$ cat src/rtl/cxd_pkg.sv
// Shared types, constants and decode helpers for the IR frame decoder.
`default_nettype none
package cxd_pkg;

	// Pulse timing
	localparam int NOM_CNT = 4;
	localparam int NOM_W = 13;
	localparam int TOL_W = 7;
	localparam int PCT_W = 8;
	localparam int PROD_W = NOM_W + PCT_W;
	localparam int DUR_W = 16;
	localparam int SCALE_W = 24;

	localparam int NOM_HDR_MARK = 0;
	localparam int NOM_HDR_SPACE = 1;
	localparam int NOM_BIT_MARK = 2;  // also the zero-bit space
	localparam int NOM_ONE_SPACE = 3;

	localparam logic [NOM_W-1:0] NOMINAL_US [NOM_CNT] = '{
		13'd4692, 13'd4416, 13'd552, 13'd1656
	};

	localparam logic [PCT_W-1:0] PCT_FULL = 8'd100;
	localparam logic [SCALE_W-1:0] PCT_ROUND = 24'd99;
	localparam logic [TOL_W-1:0] TOL_RESET = 7'd25;

	// Frame geometry
	localparam int FRAME_BITS = 48;
	localparam int BIT_CNT_W = 6;
	localparam int WORD_W = 24;
	localparam int QUEUE_DEPTH = 2;

	// Known frames and words
	localparam logic [FRAME_BITS-1:0] ECO_ON_FRAME = 48'hB54AF50A8240;
	localparam logic [FRAME_BITS-1:0] ECO_OFF_FRAME = 48'hB54AF50A8340;
	localparam logic [WORD_W-1:0] OFF_WORD = 24'hB27BE0;
	localparam logic [7:0] STATE_PREFIX = 8'hB2;
	localparam logic [3:0] FAN_ONLY_NIBBLE = 4'hE;
	localparam int TOGGLE_CNT = 5;
	localparam logic [WORD_W-1:0] TOGGLE_WORDS [TOGGLE_CNT] = '{
		24'hB2E003, 24'hB5F5A2, 24'hB5F5A5, 24'hB5F5AA, 24'hB20FE0
	};

	// Result codes
	localparam logic [2:0] KIND_REJECT = 3'd0;
	localparam logic [2:0] KIND_ECO = 3'd1;
	localparam logic [2:0] KIND_OFF = 3'd2;
	localparam logic [2:0] KIND_TOGGLE = 3'd3;
	localparam logic [2:0] KIND_STATE = 3'd4;

	localparam logic [2:0] MODE_OFF = 3'd0;
	localparam logic [2:0] MODE_FAN_ONLY = 3'd4;
	localparam logic [1:0] MBITS_INVALID = 2'd3;
	localparam logic [1:0] MBITS_FAN = 2'd1;
	localparam logic [4:0] TEMP_RESET = 5'd24;

	localparam logic [1:0] FAN_AUTO = 2'd0;
	localparam logic [1:0] FAN_LOW = 2'd1;
	localparam logic [1:0] FAN_MED = 2'd2;
	localparam logic [1:0] FAN_HIGH = 2'd3;
	localparam logic [2:0] FAN_CODE_LOW = 3'd4;
	localparam logic [2:0] FAN_CODE_MED = 3'd2;
	localparam logic [2:0] FAN_CODE_HIGH = 3'd1;

	typedef enum logic [2:0] {
		PH_HDR_MARK,
		PH_HDR_SPACE,
		PH_BIT_MARK,
		PH_BIT_SPACE,
		PH_DONE
	} phase_t;

	typedef struct packed {
		logic is_mark;
		logic [DUR_W-1:0] duration_us;
		logic capture_start;
	} in_item_t;

	typedef struct packed {
		logic accepted;
		logic [2:0] frame_kind;
		logic [2:0] toggle_id;
		logic [WORD_W-1:0] raw_word;
		logic [2:0] cur_mode;
		logic [4:0] cur_temp_c;
		logic [1:0] cur_fan;
		logic cur_eco;
	} result_t;

	// One decision from the front end: a full frame or an early reject
	typedef struct packed {
		logic complete;
		logic [FRAME_BITS-1:0] frame;
	} q_entry_t;

	// Scaled window limits: nominal * (100 -/+ tol)
	typedef struct packed {
		logic [NOM_CNT-1:0][PROD_W-1:0] lo;
		logic [NOM_CNT-1:0][PROD_W-1:0] hi;
	} bounds_t;

	typedef struct packed {
		logic valid;
		logic [4:0] temp;
	} temp_dec_t;

	typedef struct packed {
		logic hit;
		logic [2:0] id;
	} toggle_dec_t;

	function automatic bounds_t calc_bounds(input logic [TOL_W-1:0] tol);
		bounds_t b;
		logic [PCT_W-1:0] up;
		logic [PCT_W-1:0] dn;
		up = PCT_FULL + PCT_W'(tol);
		dn = PCT_FULL - PCT_W'(tol);
		for (int k = 0; k < NOM_CNT; k++) begin
			b.hi[k] = PROD_W'(NOMINAL_US[k]) * PROD_W'(up);
			b.lo[k] = (PCT_W'(tol) >= PCT_FULL) ? '0 : PROD_W'(NOMINAL_US[k]) * PROD_W'(dn);
		end
		return b;
	endfunction

	function automatic temp_dec_t decode_temp(input logic [3:0] nib);
		temp_dec_t r;
		r.valid = 1'b1;
		unique case (nib)
			4'h0: r.temp = 5'd17;
			4'h1: r.temp = 5'd18;
			4'h3: r.temp = 5'd19;
			4'h2: r.temp = 5'd20;
			4'h6: r.temp = 5'd21;
			4'h7: r.temp = 5'd22;
			4'h5: r.temp = 5'd23;
			4'h4: r.temp = 5'd24;
			4'hC: r.temp = 5'd25;
			4'hD: r.temp = 5'd26;
			4'h9: r.temp = 5'd27;
			4'h8: r.temp = 5'd28;
			4'hA: r.temp = 5'd29;
			4'hB: r.temp = 5'd30;
			default: begin
				r.valid = 1'b0;
				r.temp = TEMP_RESET;
			end
		endcase
		return r;
	endfunction

	function automatic logic [1:0] decode_fan(input logic [2:0] code);
		logic [1:0] f;
		unique case (code)
			FAN_CODE_LOW: f = FAN_LOW;
			FAN_CODE_MED: f = FAN_MED;
			FAN_CODE_HIGH: f = FAN_HIGH;
			default: f = FAN_AUTO;
		endcase
		return f;
	endfunction

	function automatic toggle_dec_t match_toggle(input logic [WORD_W-1:0] word);
		toggle_dec_t r;
		r.hit = 1'b0;
		r.id = '0;
		for (int i = TOGGLE_CNT - 1; i >= 0; i--) begin
			if (word == TOGGLE_WORDS[i]) begin
				r.hit = 1'b1;
				r.id = 3'(i);
			end
		end
		return r;
	endfunction

endpackage
`default_nettype wire

$ cat src/rtl/cxd_front.sv
// Front end: pulse window matching, frame parser state machine, tolerance limits.
`default_nettype none
module cxd_front (
	input  wire logic                              clk,
	input  wire logic                              arst_n,
	input  wire logic                              cfg_valid,
	input  wire logic [cxd_pkg::TOL_W-1:0]         cfg_data,
	input  wire logic                              in_valid,
	input  wire cxd_pkg::in_item_t                 in_data,
	input  wire logic                              q_ready,
	output logic                                   push,
	output cxd_pkg::q_entry_t                      push_data
);
	import cxd_pkg::*;

	bounds_t bounds_q;
	phase_t phase_q, phase_n, phase_eff;
	logic [BIT_CNT_W-1:0] bit_cnt_q, bit_cnt_n, bit_cnt_eff, bit_cnt_inc;
	logic [FRAME_BITS-1:0] frame_q, frame_n, frame_eff;
	logic [SCALE_W-1:0] dur_scaled;
	logic [NOM_CNT-1:0] hit;
	logic take;

	assign take = in_valid && q_ready;

	// Limits are recomputed at the config write so the next pulse sees them
	always_ff @(posedge clk or negedge arst_n) begin
		if (!arst_n) begin
			bounds_q <= calc_bounds(TOL_RESET);
		end else if (cfg_valid) begin
			bounds_q <= calc_bounds(cfg_data);
		end
	end

	// floor(a/100) <= d  <=>  a <= 100d + 99 ;  d <= floor(b/100)  <=>  100d <= b
	assign dur_scaled = SCALE_W'(in_data.duration_us) * SCALE_W'(PCT_FULL);

	always_comb begin
		for (int k = 0; k < NOM_CNT; k++) begin
			hit[k] = (SCALE_W'(bounds_q.lo[k]) <= dur_scaled + PCT_ROUND) &&
				(dur_scaled <= SCALE_W'(bounds_q.hi[k]));
		end
	end

	assign phase_eff = in_data.capture_start ? PH_HDR_MARK : phase_q;
	assign bit_cnt_eff = in_data.capture_start ? '0 : bit_cnt_q;
	assign frame_eff = in_data.capture_start ? '0 : frame_q;
	assign bit_cnt_inc = bit_cnt_eff + BIT_CNT_W'(1);

	always_ff @(posedge clk or negedge arst_n) begin
		if (!arst_n) begin
			phase_q <= PH_HDR_MARK;
			bit_cnt_q <= '0;
			frame_q <= '0;
		end else if (take) begin
			phase_q <= phase_n;
			bit_cnt_q <= bit_cnt_n;
			frame_q <= frame_n;
		end
	end

	always_comb begin
		logic fail;
		fail = 1'b0;
		phase_n = phase_eff;
		bit_cnt_n = bit_cnt_eff;
		frame_n = frame_eff;
		push = 1'b0;
		push_data.complete = 1'b0;
		push_data.frame = '0;
		unique case (phase_eff)
			PH_HDR_MARK: begin
				if (in_data.is_mark && hit[NOM_HDR_MARK]) phase_n = PH_HDR_SPACE;
				else fail = 1'b1;
			end
			PH_HDR_SPACE: begin
				if (!in_data.is_mark && hit[NOM_HDR_SPACE]) phase_n = PH_BIT_MARK;
				else fail = 1'b1;
			end
			PH_BIT_MARK: begin
				if (in_data.is_mark && hit[NOM_BIT_MARK]) phase_n = PH_BIT_SPACE;
				else fail = 1'b1;
			end
			PH_BIT_SPACE: begin
				if (!in_data.is_mark && (hit[NOM_ONE_SPACE] || hit[NOM_BIT_MARK])) begin
					// a space inside both windows reads as a one
					frame_n = {frame_eff[FRAME_BITS-2:0], hit[NOM_ONE_SPACE]};
					bit_cnt_n = bit_cnt_inc;
					if (bit_cnt_inc >= BIT_CNT_W'(FRAME_BITS)) begin
						phase_n = PH_DONE;
						push = take;
						push_data.complete = 1'b1;
						push_data.frame = frame_n;
					end else begin
						phase_n = PH_BIT_MARK;
					end
				end else begin
					fail = 1'b1;
				end
			end
			PH_DONE: begin
				phase_n = PH_DONE;
			end
			default: begin
				phase_n = PH_DONE;
			end
		endcase
		if (fail) begin
			phase_n = PH_DONE;
			push = take;
		end
	end

endmodule
`default_nettype wire

$ cat src/rtl/cxd_queue.sv
// Short first-in first-out queue of decisions between front and back ends.
`default_nettype none
module cxd_queue #(
	parameter int DEPTH = cxd_pkg::QUEUE_DEPTH
) (
	input  wire logic                 clk,
	input  wire logic                 arst_n,
	input  wire logic                 push,
	input  wire cxd_pkg::q_entry_t    push_data,
	output logic                      push_ready,
	input  wire logic                 pop,
	output logic                      pop_valid,
	output cxd_pkg::q_entry_t         pop_data
);
	import cxd_pkg::*;

	localparam int PTR_W = (DEPTH > 1) ? $clog2(DEPTH) : 1;
	localparam int CNT_W = $clog2(DEPTH + 1);

	q_entry_t slot_q [DEPTH];
	logic [PTR_W-1:0] wr_ptr_q, rd_ptr_q;
	logic [CNT_W-1:0] count_q;
	logic do_push, do_pop;

	assign push_ready = (count_q != CNT_W'(DEPTH));
	assign pop_valid = (count_q != '0);
	assign pop_data = slot_q[rd_ptr_q];
	assign do_push = push && push_ready;
	assign do_pop = pop && pop_valid;

	always_ff @(posedge clk) begin
		if (do_push) slot_q[wr_ptr_q] <= push_data;
	end

	always_ff @(posedge clk or negedge arst_n) begin
		if (!arst_n) begin
			wr_ptr_q <= '0;
			rd_ptr_q <= '0;
			count_q <= '0;
		end else begin
			if (do_push) begin
				wr_ptr_q <= (wr_ptr_q == PTR_W'(DEPTH - 1)) ? '0 : wr_ptr_q + PTR_W'(1);
			end
			if (do_pop) begin
				rd_ptr_q <= (rd_ptr_q == PTR_W'(DEPTH - 1)) ? '0 : rd_ptr_q + PTR_W'(1);
			end
			if (do_push && !do_pop) count_q <= count_q + CNT_W'(1);
			else if (do_pop && !do_push) count_q <= count_q - CNT_W'(1);
		end
	end

endmodule
`default_nettype wire

$ cat src/rtl/cxd_back.sv
// Back end: frame classification, tracked settings and the output register.
`default_nettype none
module cxd_back (
	input  wire logic                 clk,
	input  wire logic                 arst_n,
	input  wire logic                 q_valid,
	input  wire cxd_pkg::q_entry_t    q_data,
	output logic                      pop,
	output logic                      out_valid,
	input  wire logic                 out_ready,
	output cxd_pkg::result_t          out_data
);
	import cxd_pkg::*;

	logic [2:0] mode_q, mode_n;
	logic [4:0] temp_q, temp_n;
	logic [1:0] fan_q, fan_n;
	logic eco_q, eco_n;
	logic out_valid_q;
	result_t out_data_q, res;

	logic [7:0] b0, b1, b2, b3, b4, b5;
	logic [WORD_W-1:0] word;
	logic comp_ok;
	logic [1:0] mbits;
	logic [3:0] tcode;
	temp_dec_t tdec;
	toggle_dec_t tog;

	assign pop = q_valid && (!out_valid_q || out_ready);

	assign {b0, b1, b2, b3, b4, b5} = q_data.frame;
	assign word = {b0, b2, b4};
	assign comp_ok = (b1 == ~b0) && (b3 == ~b2) && (b5 == ~b4);
	assign mbits = b4[3:2];
	assign tcode = b4[7:4];
	assign tdec = decode_temp(tcode);
	assign tog = match_toggle(word);

	always_comb begin
		mode_n = mode_q;
		temp_n = temp_q;
		fan_n = fan_q;
		eco_n = eco_q;
		res.accepted = 1'b0;
		res.frame_kind = KIND_REJECT;
		res.toggle_id = '0;
		res.raw_word = q_data.complete ? word : '0;
		if (q_data.complete) begin
			if (q_data.frame == ECO_ON_FRAME || q_data.frame == ECO_OFF_FRAME) begin
				eco_n = (q_data.frame == ECO_ON_FRAME);
				res.accepted = 1'b1;
				res.frame_kind = KIND_ECO;
			end else if (!comp_ok) begin
				res.frame_kind = KIND_REJECT;
			end else if (word == OFF_WORD) begin
				mode_n = MODE_OFF;
				res.accepted = 1'b1;
				res.frame_kind = KIND_OFF;
			end else if (tog.hit) begin
				res.accepted = 1'b1;
				res.frame_kind = KIND_TOGGLE;
				res.toggle_id = tog.id;
			end else if (b0 != STATE_PREFIX) begin
				res.frame_kind = KIND_REJECT;
			end else if (mbits == MBITS_FAN && tcode == FAN_ONLY_NIBBLE) begin
				mode_n = MODE_FAN_ONLY;
				fan_n = decode_fan(b2[7:5]);
				res.accepted = 1'b1;
				res.frame_kind = KIND_STATE;
			end else if (mbits != MBITS_INVALID) begin
				mode_n = 3'(mbits) + 3'd1;
				if (tdec.valid) temp_n = tdec.temp;
				fan_n = decode_fan(b2[7:5]);
				res.accepted = 1'b1;
				res.frame_kind = KIND_STATE;
			end
		end
		res.cur_mode = mode_n;
		res.cur_temp_c = temp_n;
		res.cur_fan = fan_n;
		res.cur_eco = eco_n;
	end

	always_ff @(posedge clk or negedge arst_n) begin
		if (!arst_n) begin
			mode_q <= MODE_OFF;
			temp_q <= TEMP_RESET;
			fan_q <= FAN_AUTO;
			eco_q <= 1'b0;
			out_valid_q <= 1'b0;
		end else begin
			if (pop) begin
				mode_q <= mode_n;
				temp_q <= temp_n;
				fan_q <= fan_n;
				eco_q <= eco_n;
				out_valid_q <= 1'b1;
			end else if (out_ready) begin
				out_valid_q <= 1'b0;
			end
		end
	end

	always_ff @(posedge clk) begin
		if (pop) out_data_q <= res;
	end

	assign out_valid = out_valid_q;
	assign out_data = out_data_q;

endmodule
`default_nettype wire

$ cat src/rtl/coolix_ir_frame_decoder.sv
// Top level of the IR frame decoder: front end, decision queue, back end.
// A result reaches out_valid by way of the queue and then the output register, both registered;
// it waits in the queue while out_ready is low and the output register still holds a result.
// Throughput: one pulse per cycle while in_ready is high; at most one result per pulse.
// A stalled output holds one result and the queue holds QUEUE_DEPTH more before in_ready drops.
// Reset (arst_n low, asynchronous): parser waits for a header mark, tolerance 25 percent,
// tracked mode off, 24 C, fan auto, eco off; queue and output register empty.
`default_nettype none
module coolix_ir_frame_decoder #(
	parameter int QUEUE_DEPTH = cxd_pkg::QUEUE_DEPTH
) (
	input  wire logic                          clk,
	input  wire logic                          arst_n,
	// configuration: tolerance in percent
	input  wire logic                          cfg_valid,
	output logic                               cfg_ready,
	input  wire logic [cxd_pkg::TOL_W-1:0]     cfg_data,
	// pulse input
	input  wire logic                          in_valid,
	output logic                               in_ready,
	input  wire cxd_pkg::in_item_t             in_data,
	// decision output
	output logic                               out_valid,
	input  wire logic                          out_ready,
	output cxd_pkg::result_t                   out_data
);
	import cxd_pkg::*;

	logic q_push, q_push_ready, q_pop, q_pop_valid;
	q_entry_t q_push_data, q_pop_data;

	// The config register is a plain write; always taken.
	assign cfg_ready = 1'b1;

	// Pulses flow whenever the queue has room, so the front end never waits
	// on the output side unless a full queue of decisions is backed up.
	assign in_ready = q_push_ready;

	// Front end: each pulse is window-checked against the four nominal lengths
	// (limits precomputed from the tolerance at config time) and advances the
	// header/bit parser. A mismatch or the 48th bit yields one queue transaction.
	cxd_front u_front (
		.clk       (clk),
		.arst_n    (arst_n),
		.cfg_valid (cfg_valid),
		.cfg_data  (cfg_data),
		.in_valid  (in_valid),
		.in_data   (in_data),
		.q_ready   (q_push_ready),
		.push      (q_push),
		.push_data (q_push_data)
	);

	cxd_queue #(
		.DEPTH (QUEUE_DEPTH)
	) u_queue (
		.clk        (clk),
		.arst_n     (arst_n),
		.push       (q_push),
		.push_data  (q_push_data),
		.push_ready (q_push_ready),
		.pop        (q_pop),
		.pop_valid  (q_pop_valid),
		.pop_data   (q_pop_data)
	);

	// Back end: classifies a complete frame (eco, off, toggle, state word or
	// reject), updates the tracked settings and loads the output register.
	cxd_back u_back (
		.clk       (clk),
		.arst_n    (arst_n),
		.q_valid   (q_pop_valid),
		.q_data    (q_pop_data),
		.pop       (q_pop),
		.out_valid (out_valid),
		.out_ready (out_ready),
		.out_data  (out_data)
	);

	// An accepted result never carries the reject code, and a rejected one always does.
	a_accept_kind: assert property (@(posedge clk) disable iff (!arst_n)
		out_valid |-> (out_data.accepted == (out_data.frame_kind != KIND_REJECT)))
		else $error("accepted flag and frame kind disagree");

	// Tracked temperature only ever takes values from the code table.
	a_temp_range: assert property (@(posedge clk) disable iff (!arst_n)
		out_valid |-> (out_data.cur_temp_c >= 5'd17 && out_data.cur_temp_c <= 5'd30))
		else $error("tracked temperature out of range");

	// A toggle id is only reported for toggle words.
	a_toggle_id: assert property (@(posedge clk) disable iff (!arst_n)
		(out_valid && out_data.frame_kind != KIND_TOGGLE) |-> (out_data.toggle_id == 3'd0))
		else $error("toggle id set on a non-toggle result");

	// A result loaded into the output register comes from a queued decision.
	a_out_from_queue: assert property (@(posedge clk) disable iff (!arst_n)
		$rose(out_valid) |-> $past(q_pop_valid))
		else $error("output became valid with an empty queue");

endmodule
`default_nettype wire

$ cat config.mk
export PLATFORM = sky130hd
export DESIGN_NAME = coolix_ir_frame_decoder
export DESIGN_NICKNAME = d
export VERILOG_FILES = /design/src/rtl/cxd_pkg.sv /design/src/rtl/cxd_front.sv /design/src/rtl/cxd_queue.sv /design/src/rtl/cxd_back.sv /design/src/rtl/coolix_ir_frame_decoder.sv
export SDC_FILE = /design/constraint.sdc
export NUM_CORES = 1
export LEC_CHECK = 0
export BUFFER_PORTS_ARGS = -buffer_cell sky130_fd_sc_hd__buf_2
export CAP_MARGIN = 5
export CORE_MARGIN = 10
export CORE_UTILIZATION = 46
export CTS_BUF_LIST = sky130_fd_sc_hd__clkbuf_8 sky130_fd_sc_hd__clkbuf_16
export DETAILED_ROUTE_END_ITERATION = 16
export SLEW_MARGIN = 20
export SYNTH_ARGS = -nofsm -noshare
export SYNTH_HDL_FRONTEND = slang
export SYNTH_SLANG_ARGS = --single-unit
$ cat constraint.sdc
create_clock -name clk -period 5.3 [get_ports clk]
set_clock_uncertainty 0.1 [all_clocks]
set_input_delay 1.06 -clock clk [delete_from_list [all_inputs] [get_ports clk]]
set_output_delay 1.06 -clock clk [all_outputs]
set_load 0.05 [all_outputs]
==> results of run 1 <==
per-layer routing:
metal | wire [um] | track usage (%) | vias up
li1 | - | - | 9194
met1 | 25700 | 23.4 | 9035
met2 | 32800 | 36.1 | 319
met3 | 1930 | 2.58 | 125
met4 | 2240 | 6.87 | 0
met5 | 0 | 0 | -
report_power, final:
group | total, W | switching (W) | internal [W] | leakage [nW]
clock | 0.00255 | 0.00101 | 0.00154 | 0.607
combinational | 0.0105 | 0.00553 | 0.00493 | 10.5
sequential | 0.00363 | 0.000402 | 0.00322 | 3.36
critical path, delay by kind of cell:
kind | cells | cell delay [ns]
AND/OR/NAND/NOR | 1 | 0.24
XOR/XNOR | 2 | 0.38
AO/OA/AOI/OAI | 12 | 2.16
adder cells (fa/ha/maj) | 5 | 1.43
buffers and inverters | 10 | 1.25
metrics by stage:
stage	TNS [ns]	hold slack, ns
global route	-265.87	0.403
floorplan	-287.39	0.339
CTS	-226.98	0.376
finish	-210.13	0.378
global placement	-368.94	0.353
detailed placement	-392.25	0.362
path summary, 6_finish.rpt:
| kind | startpoint | endpoint | slack [ns] | cells after the start |
|---|---|---|---|---|
| setup reg to reg | u_queue.rd_ptr_q | u_back.temp_q[2] | 0.73 | 13 |
| hold / removal | u_back.mode_q[2] | u_back.mode_q[2] | 0.38 | 2 |
| setup / recovery | in_data[5] | u_front.frame_q[8] | -0.91 | 30 |
| max in group asynchronous | arst_n | u_back.temp_q[4] | 3.76 | 2 |
| hold reg to reg | u_back.mode_q[2] | u_back.mode_q[2] | 0.38 | 2 |
| min in group asynchronous | arst_n | u_front.bounds_q[7] | 0.39 | 1 |
logic make-up after synthesis:
family | Yosys count
multiplexers | 55
XOR/XNOR | 135
flip-flops | 302
buffers and inverters | 372
other | 1
AO/OA/AOI/OAI | 501
adder cells (fa/ha/maj) | 459
AND/OR/NAND/NOR | 505
synth_stat cells, types with 9 or more instances:
| cell | instances | area share (%) |
|---|---|---|
| a211oi_1 | 10 | 0.32 |
| a21o_1 | 38 | 1.2 |
| a21oi_1 | 111 | 2.3 |
| a22o_1 | 50 | 1.8 |
| and2_1 | 16 | 0.42 |
| and3_1 | 60 | 1.6 |
| and4_1 | 11 | 0.40 |
| buf_2 | 12 | 0.25 |
| clkbuf_1 | 34 | 0.54 |
| dfrtp_1 | 119 | 13 |
| dfstp_2 | 43 | 4.7 |
| edfxtp_1 | 140 | 18 |
| fa_1 | 65 | 5.5 |
| ha_1 | 393 | 21 |
| inv_1 | 306 | 4.8 |
| mux2_2 | 13 | 0.61 |
| mux2i_1 | 42 | 1.8 |
| nand2_1 | 119 | 1.9 |
| nand2b_1 | 19 | 0.50 |
| nand3_1 | 53 | 1.1 |
| nand4_1 | 22 | 0.58 |
| nor2_1 | 99 | 1.6 |
| nor2b_1 | 20 | 0.53 |
| nor3_1 | 22 | 0.46 |
| nor4_1 | 14 | 0.37 |
| nor4b_1 | 11 | 0.40 |
| o211ai_1 | 23 | 0.73 |
| o21a_1 | 14 | 0.44 |
| o21ai_0 | 110 | 2.3 |
| o21bai_1 | 22 | 0.69 |
| o22ai_1 | 30 | 0.79 |
| or3_1 | 9 | 0.24 |
| xnor2_1 | 90 | 3.3 |
| xor2_1 | 42 | 1.5 |
registers in the layout (all words and copies together), names as in the netlist:
register           count
u_back.out_valid       1
u_front.bounds_q      90
u_back.eco_q           1
u_queue.count_q        2
u_front.phase_q        3
u_front.bit_cnt_q      6
u_queue.slot_q        98
u_back.mode_q          3
u_back.fan_q           2
u_queue.rd_ptr_q       1
u_back.temp_q          5
u_queue.wr_ptr_q       1
u_front.frame_q       47
u_back.out_data       42
layout make-up:
cell class | count | area, um2 | area share (%)
multi-input cells | 1656 | 15600 | 50.3
flip-flops and latches | 302 | 8310 | 26.8
repair buffers | 454 | 3840 | 12.4
inverters | 307 | 1170 | 3.77
clock buffers | 37 | 903 | 2.92
well taps | 680 | 851 | 2.75
clock inverters | 26 | 313 | 1.01
timing repair:
| action | CTS | global route |
|---|---|---|
| setup endpoints to repair | 262 | 275 |
| buffers inserted | 20 | 28 |
| gates resized for setup | 41 | 214 |
| cloned | 3 | 16 |
| pin swaps | 27 | 109 |
==> results.toml, run 1 <==
[outcome]
run_status = "complete, but fails checks"
failed_checks = "setup timing"

[finish]
n_antenna_cell = 0
layout.cells.most_common_list = "ha_1, buf_4, inv_1, edfxtp_1, dfrtp_1"
drive_above_1_share_pct = 29.7
filler_cell_count = 4277
stdcell_count = 3462
fin_nets = 3244
area.growth.synth_to_final_pct = 30.1
layout_commonest_cell = "ha_1"
postLayoutCellArea_um2 = 31000
post-route-util_pct = 60.4

[logic_synthesis]
yosysWarningCount = 0
dominantRegCellSynth = "edfxtp_1"
ys_types = 93
synthArstFlopShare_pct = 53.6
synth_xor_area_share_pct = 5.09
synth.ff_latch_count = 302
synthSimpleGateAreaFrac_pct = 11.1
synth-adder-area-share_pct = 26.2
synth-compound-area-share_pct = 14.2
synth_fp_nets = 2818
sequential_element_share_of_the_synthesized_area_pct = 34.9
synthCells = 2330
synth.area.mux_share_pct = 2.38
post_synth.cell_area_avg_um2 = 10.2
synth_edf_count = 140
dominant_combinational_cell_family_by_area_after_synthesis = "adder cells"
synthesis.area_um2 = 23800

[setup_path]
worst-endpoint-required_ns = 5.63
cp_slowest_cell = "fa_1"
critical_path_arrival_ns = 6.54
worst-setup-path-type = "input port to flop"
worst_setup_path_start_kind = "input port"
critPathMaxFanout = 7
crit_path_frequent_cell = "ha_4"
max_stage_delay_ns = 0.51
timing.critical_path.to_type = "flop"

[route]
drc = 0
drt-initial-drc-count = 879
firstDrtPassIters = 5
dr_vias_cell = 5.39
antenna_violating_nets_post_route = 0
wl_um = 62700
routed-via-count = 18700
post_drt_wl_per_cell_um = 18.1

[timing]
setup_ws_ns = -0.911
worst-slew-pin-transition_ns = 1.05
drv_slew = 0
final_period_minus_worst_setup_slack_ns = 6.21
grt_setup_unrepaired = "true"
post-route-period-util_pct = 117
max-slew-margin-rel_pct = 30.0
fmaxAchievable_ghz = 0.161
finalSetupViolations = 255
finalHoldViolCount = 0

[floorplan]
dieArea_um2 = 61300
floorplan.initialDensity_pct = 46.4
fp.dieW_um = 248
die_h_um = 248
boundaryPins = 75
core_area_um2 = 51300
placement_rows = 83

[placed_design]
placement.cell_area_um2 = 27900
place_hpwl_um = 47400
dpl_worst_slack_ns = -1.70
numPortBuffers = 73
placed_cells_incl_taps = 3344
place_congestion = 0.923

[global_routing]
global_route_wire_length_before_repair_um = 97700
grt_pass1_vias = 18900
grt.overflow.total = 0
grt_start_max_net_pins = 94
grt_use_total_pct = 19.7
antenna_found_initial = 0

[clock_tree]
cts_tree = "built"
cts.hold.buffers_added = 0
maximum_buffer_depth_of_the_clock_tree = 3
cts.root.buffer_cell = "clkbuf_16"
worst_setup_hold_path_clk_slew_ns = 0.06
tritoncts.num_buffers = 35
htreeDepth = 2
clock_sink_count = 302
clock_latency_ns = 0.55

[pwr]
power_density_nw_per_um2 = 537
worst_ir_drop_vdd_mv = 0.323
report.power.total_w = 0.0166
leakage_nw = 14.5

[run]
cap_violations = 0

[hold_path]
worstHoldPathType = "flop to flop"
(Power assumes the default switching activity.)
==> run 2, diff against run 1 <==
PLACE_DENSITY = 0.71   (was unset)
==> results.toml, run 2 (synthesis gave the netlist of run 1 again) <==
[route]
maxUsedRoutingLayer = "met4"
wl_met2_um = 31100
routed-via-count = 18800
post_drt_wl_per_cell_um = 17.9
drt-initial-drc-count = 983
antenna_violating_nets_post_route = 0
wl_um = 61200
drc = 0
firstDrtPassIters = 7
sum_of_met3_wire_segment_lengths_after_detailed_routing_um = 2590
wl_met1_um = 25500
dr_vias_cell = 5.50

[setup_path]
crit_path_frequent_cell = "ha_4"
max_stage_delay_ns = 0.48
worstSetupStartpoint = "in_data[6]"
critPathMaxFanout = 8
worst-endpoint-required_ns = 5.52
cp_slowest_cell = "fa_1"
crit-reg2reg-launch = "u_queue.rd_ptr_q"
worst-setup-path-type = "input port to flop"
timing.critical_path.to_type = "flop"
worst_setup_path_start_kind = "input port"
critical_path_arrival_ns = 6.62

[run]
cap_violations = 0

[timing]
timing.hold.ws_ns = 0.365
final_period_minus_worst_setup_slack_ns = 6.39
drv_slew = 0
finalHoldViolCount = 0
finalSetupViolations = 257
max-slew-margin-rel_pct = 28.3
post-route-period-util_pct = 121
grt_setup_unrepaired = "true"
fmaxAchievable_ghz = 0.156
setup_ws_ns = -1.09
worst-slew-pin-transition_ns = 1.07

[global_routing]
grt.overflow.total = 0
grt_pass1_vias = 19300
grt_start_max_net_pins = 97
global_route_wire_length_before_repair_um = 98400
grt_use_total_pct = 19.6
antenna_found_initial = 2

[placed_design]
placement.cell_area_um2 = 27700
place_hpwl_um = 47400
numPortBuffers = 73
dpl_worst_slack_ns = -1.80
place_congestion = 0.928

[floorplan]
floorplan.initialDensity_pct = 46.4
boundaryPins = 75
placement_rows = 83
fp.dieW_um = 248
core_area_um2 = 51300
dieArea_um2 = 61300
die_h_um = 248

[finish]
top_register = "u_queue.slot_q"
largest_register_ffs = 98
filler_cell_count = 4233
layout.cells.most_common_list = "ha_1, buf_4, inv_1, edfxtp_1, dfrtp_1"
postLayoutCellArea_um2 = 29500
post-route-util_pct = 57.5
fin_nets = 3203
drive_above_1_share_pct = 24.4
multiInputGateArea_um2 = 14900
area.growth.synth_to_final_pct = 23.9
layout_commonest_cell = "ha_1"
largest_registers = "u_queue.slot_q x98, u_front.bounds_q x90, u_front.frame_q x47"
register_area_um2 = 8310

[outcome]
run_status = "complete, but fails checks"
failed_checks = "setup timing"

[pwr]
leakage_nw = 14.1
power_density_nw_per_um2 = 530
worst_ir_drop_vdd_mv = 0.427

[clock_tree]
maximum_buffer_depth_of_the_clock_tree = 3
htreeDepth = 1
cts.root.buffer_cell = "clkbuf_16"
worst_setup_hold_path_clk_slew_ns = 0.06
tritoncts.num_buffers = 31
clock_sink_count = 302
cts_tree = "built"
clock_latency_ns = 0.61

[hold_path]
worstHoldPathType = "input port to asynchronous set/reset pin"
## run 2: worst max-delay path: cells and delay by family
kind	cells	cell delay (ns)
fa+ha+maj	5	1.50
simple gates	6	0.95
xor+xnor	2	0.43
buf+inv	6	0.61
compound gates	9	2.04
## run 2: final cells by class
class                      count  area share (%)
clock buffer                  32            2.68
timing repair buffer         417            11.1
tap                          680            2.88
antenna                        2          0.0170
multi-input combinational   1656            50.5
inverter                     307            3.94
sequential                   302            28.2
clock inverter                26           0.717
## run 2: timing repair
item,CTS,global route
pin swaps,6,29
cloned,2,6
hold buffers,0,0
endpoints found under the hold margin,0,0
setup buffers,12,13
setup endpoints to repair,258,274
resized for setup,33,44
## run 2: per-layer routing
layer  global-route usage (%)  vias to the layer above
met1                     23.6                     9115
met2                     35.6                      483
met3                     2.25                      133
met5                        0                        -
li1                         -                     9089
met4                     6.62                        0
## run 2: final timing paths
kind / slack [ns] / cells past startpoint / endpoint
worst max-delay path: -1.09 / 28 / u_queue.slot_q[0][24]
worst min-delay path: 0.37 / 1 / u_front.frame_q[43]
worst max register to register: 0.78 / 13 / u_back.temp_q[2]
worst min register to register: 0.38 / 2 / u_back.mode_q[0]
max in group asynchronous: 3.60 / 2 / u_front.bounds_q[163]
min in group clk: 0.38 / 2 / u_back.mode_q[0]
## run 2: power by group
part           total (W)  switching (W)  leakage [nW]  internal, W
registers        0.00363       0.000411          3.36      0.00322
logic            0.00985        0.00527          10.2      0.00458
clock network    0.00214       0.000952         0.495      0.00119
total             0.0156        0.00663          14.1      0.00899
## run 2: stage by stage
| stage | power [W] | TNS, ns | instances |
|---|---|---|---|
| after floorplan | 0.00968 | -287.39 | 2330 |
| after global placement | 0.0127 | -388.65 | 3329 |
| after detailed placement | 0.0130 | -427.60 | 3329 |
| after CTS | 0.0154 | -204.60 | 3401 |
| after global routing | 0.0169 | -313.12 | 3421 |
| final | 0.0156 | -248.94 | 3422 |
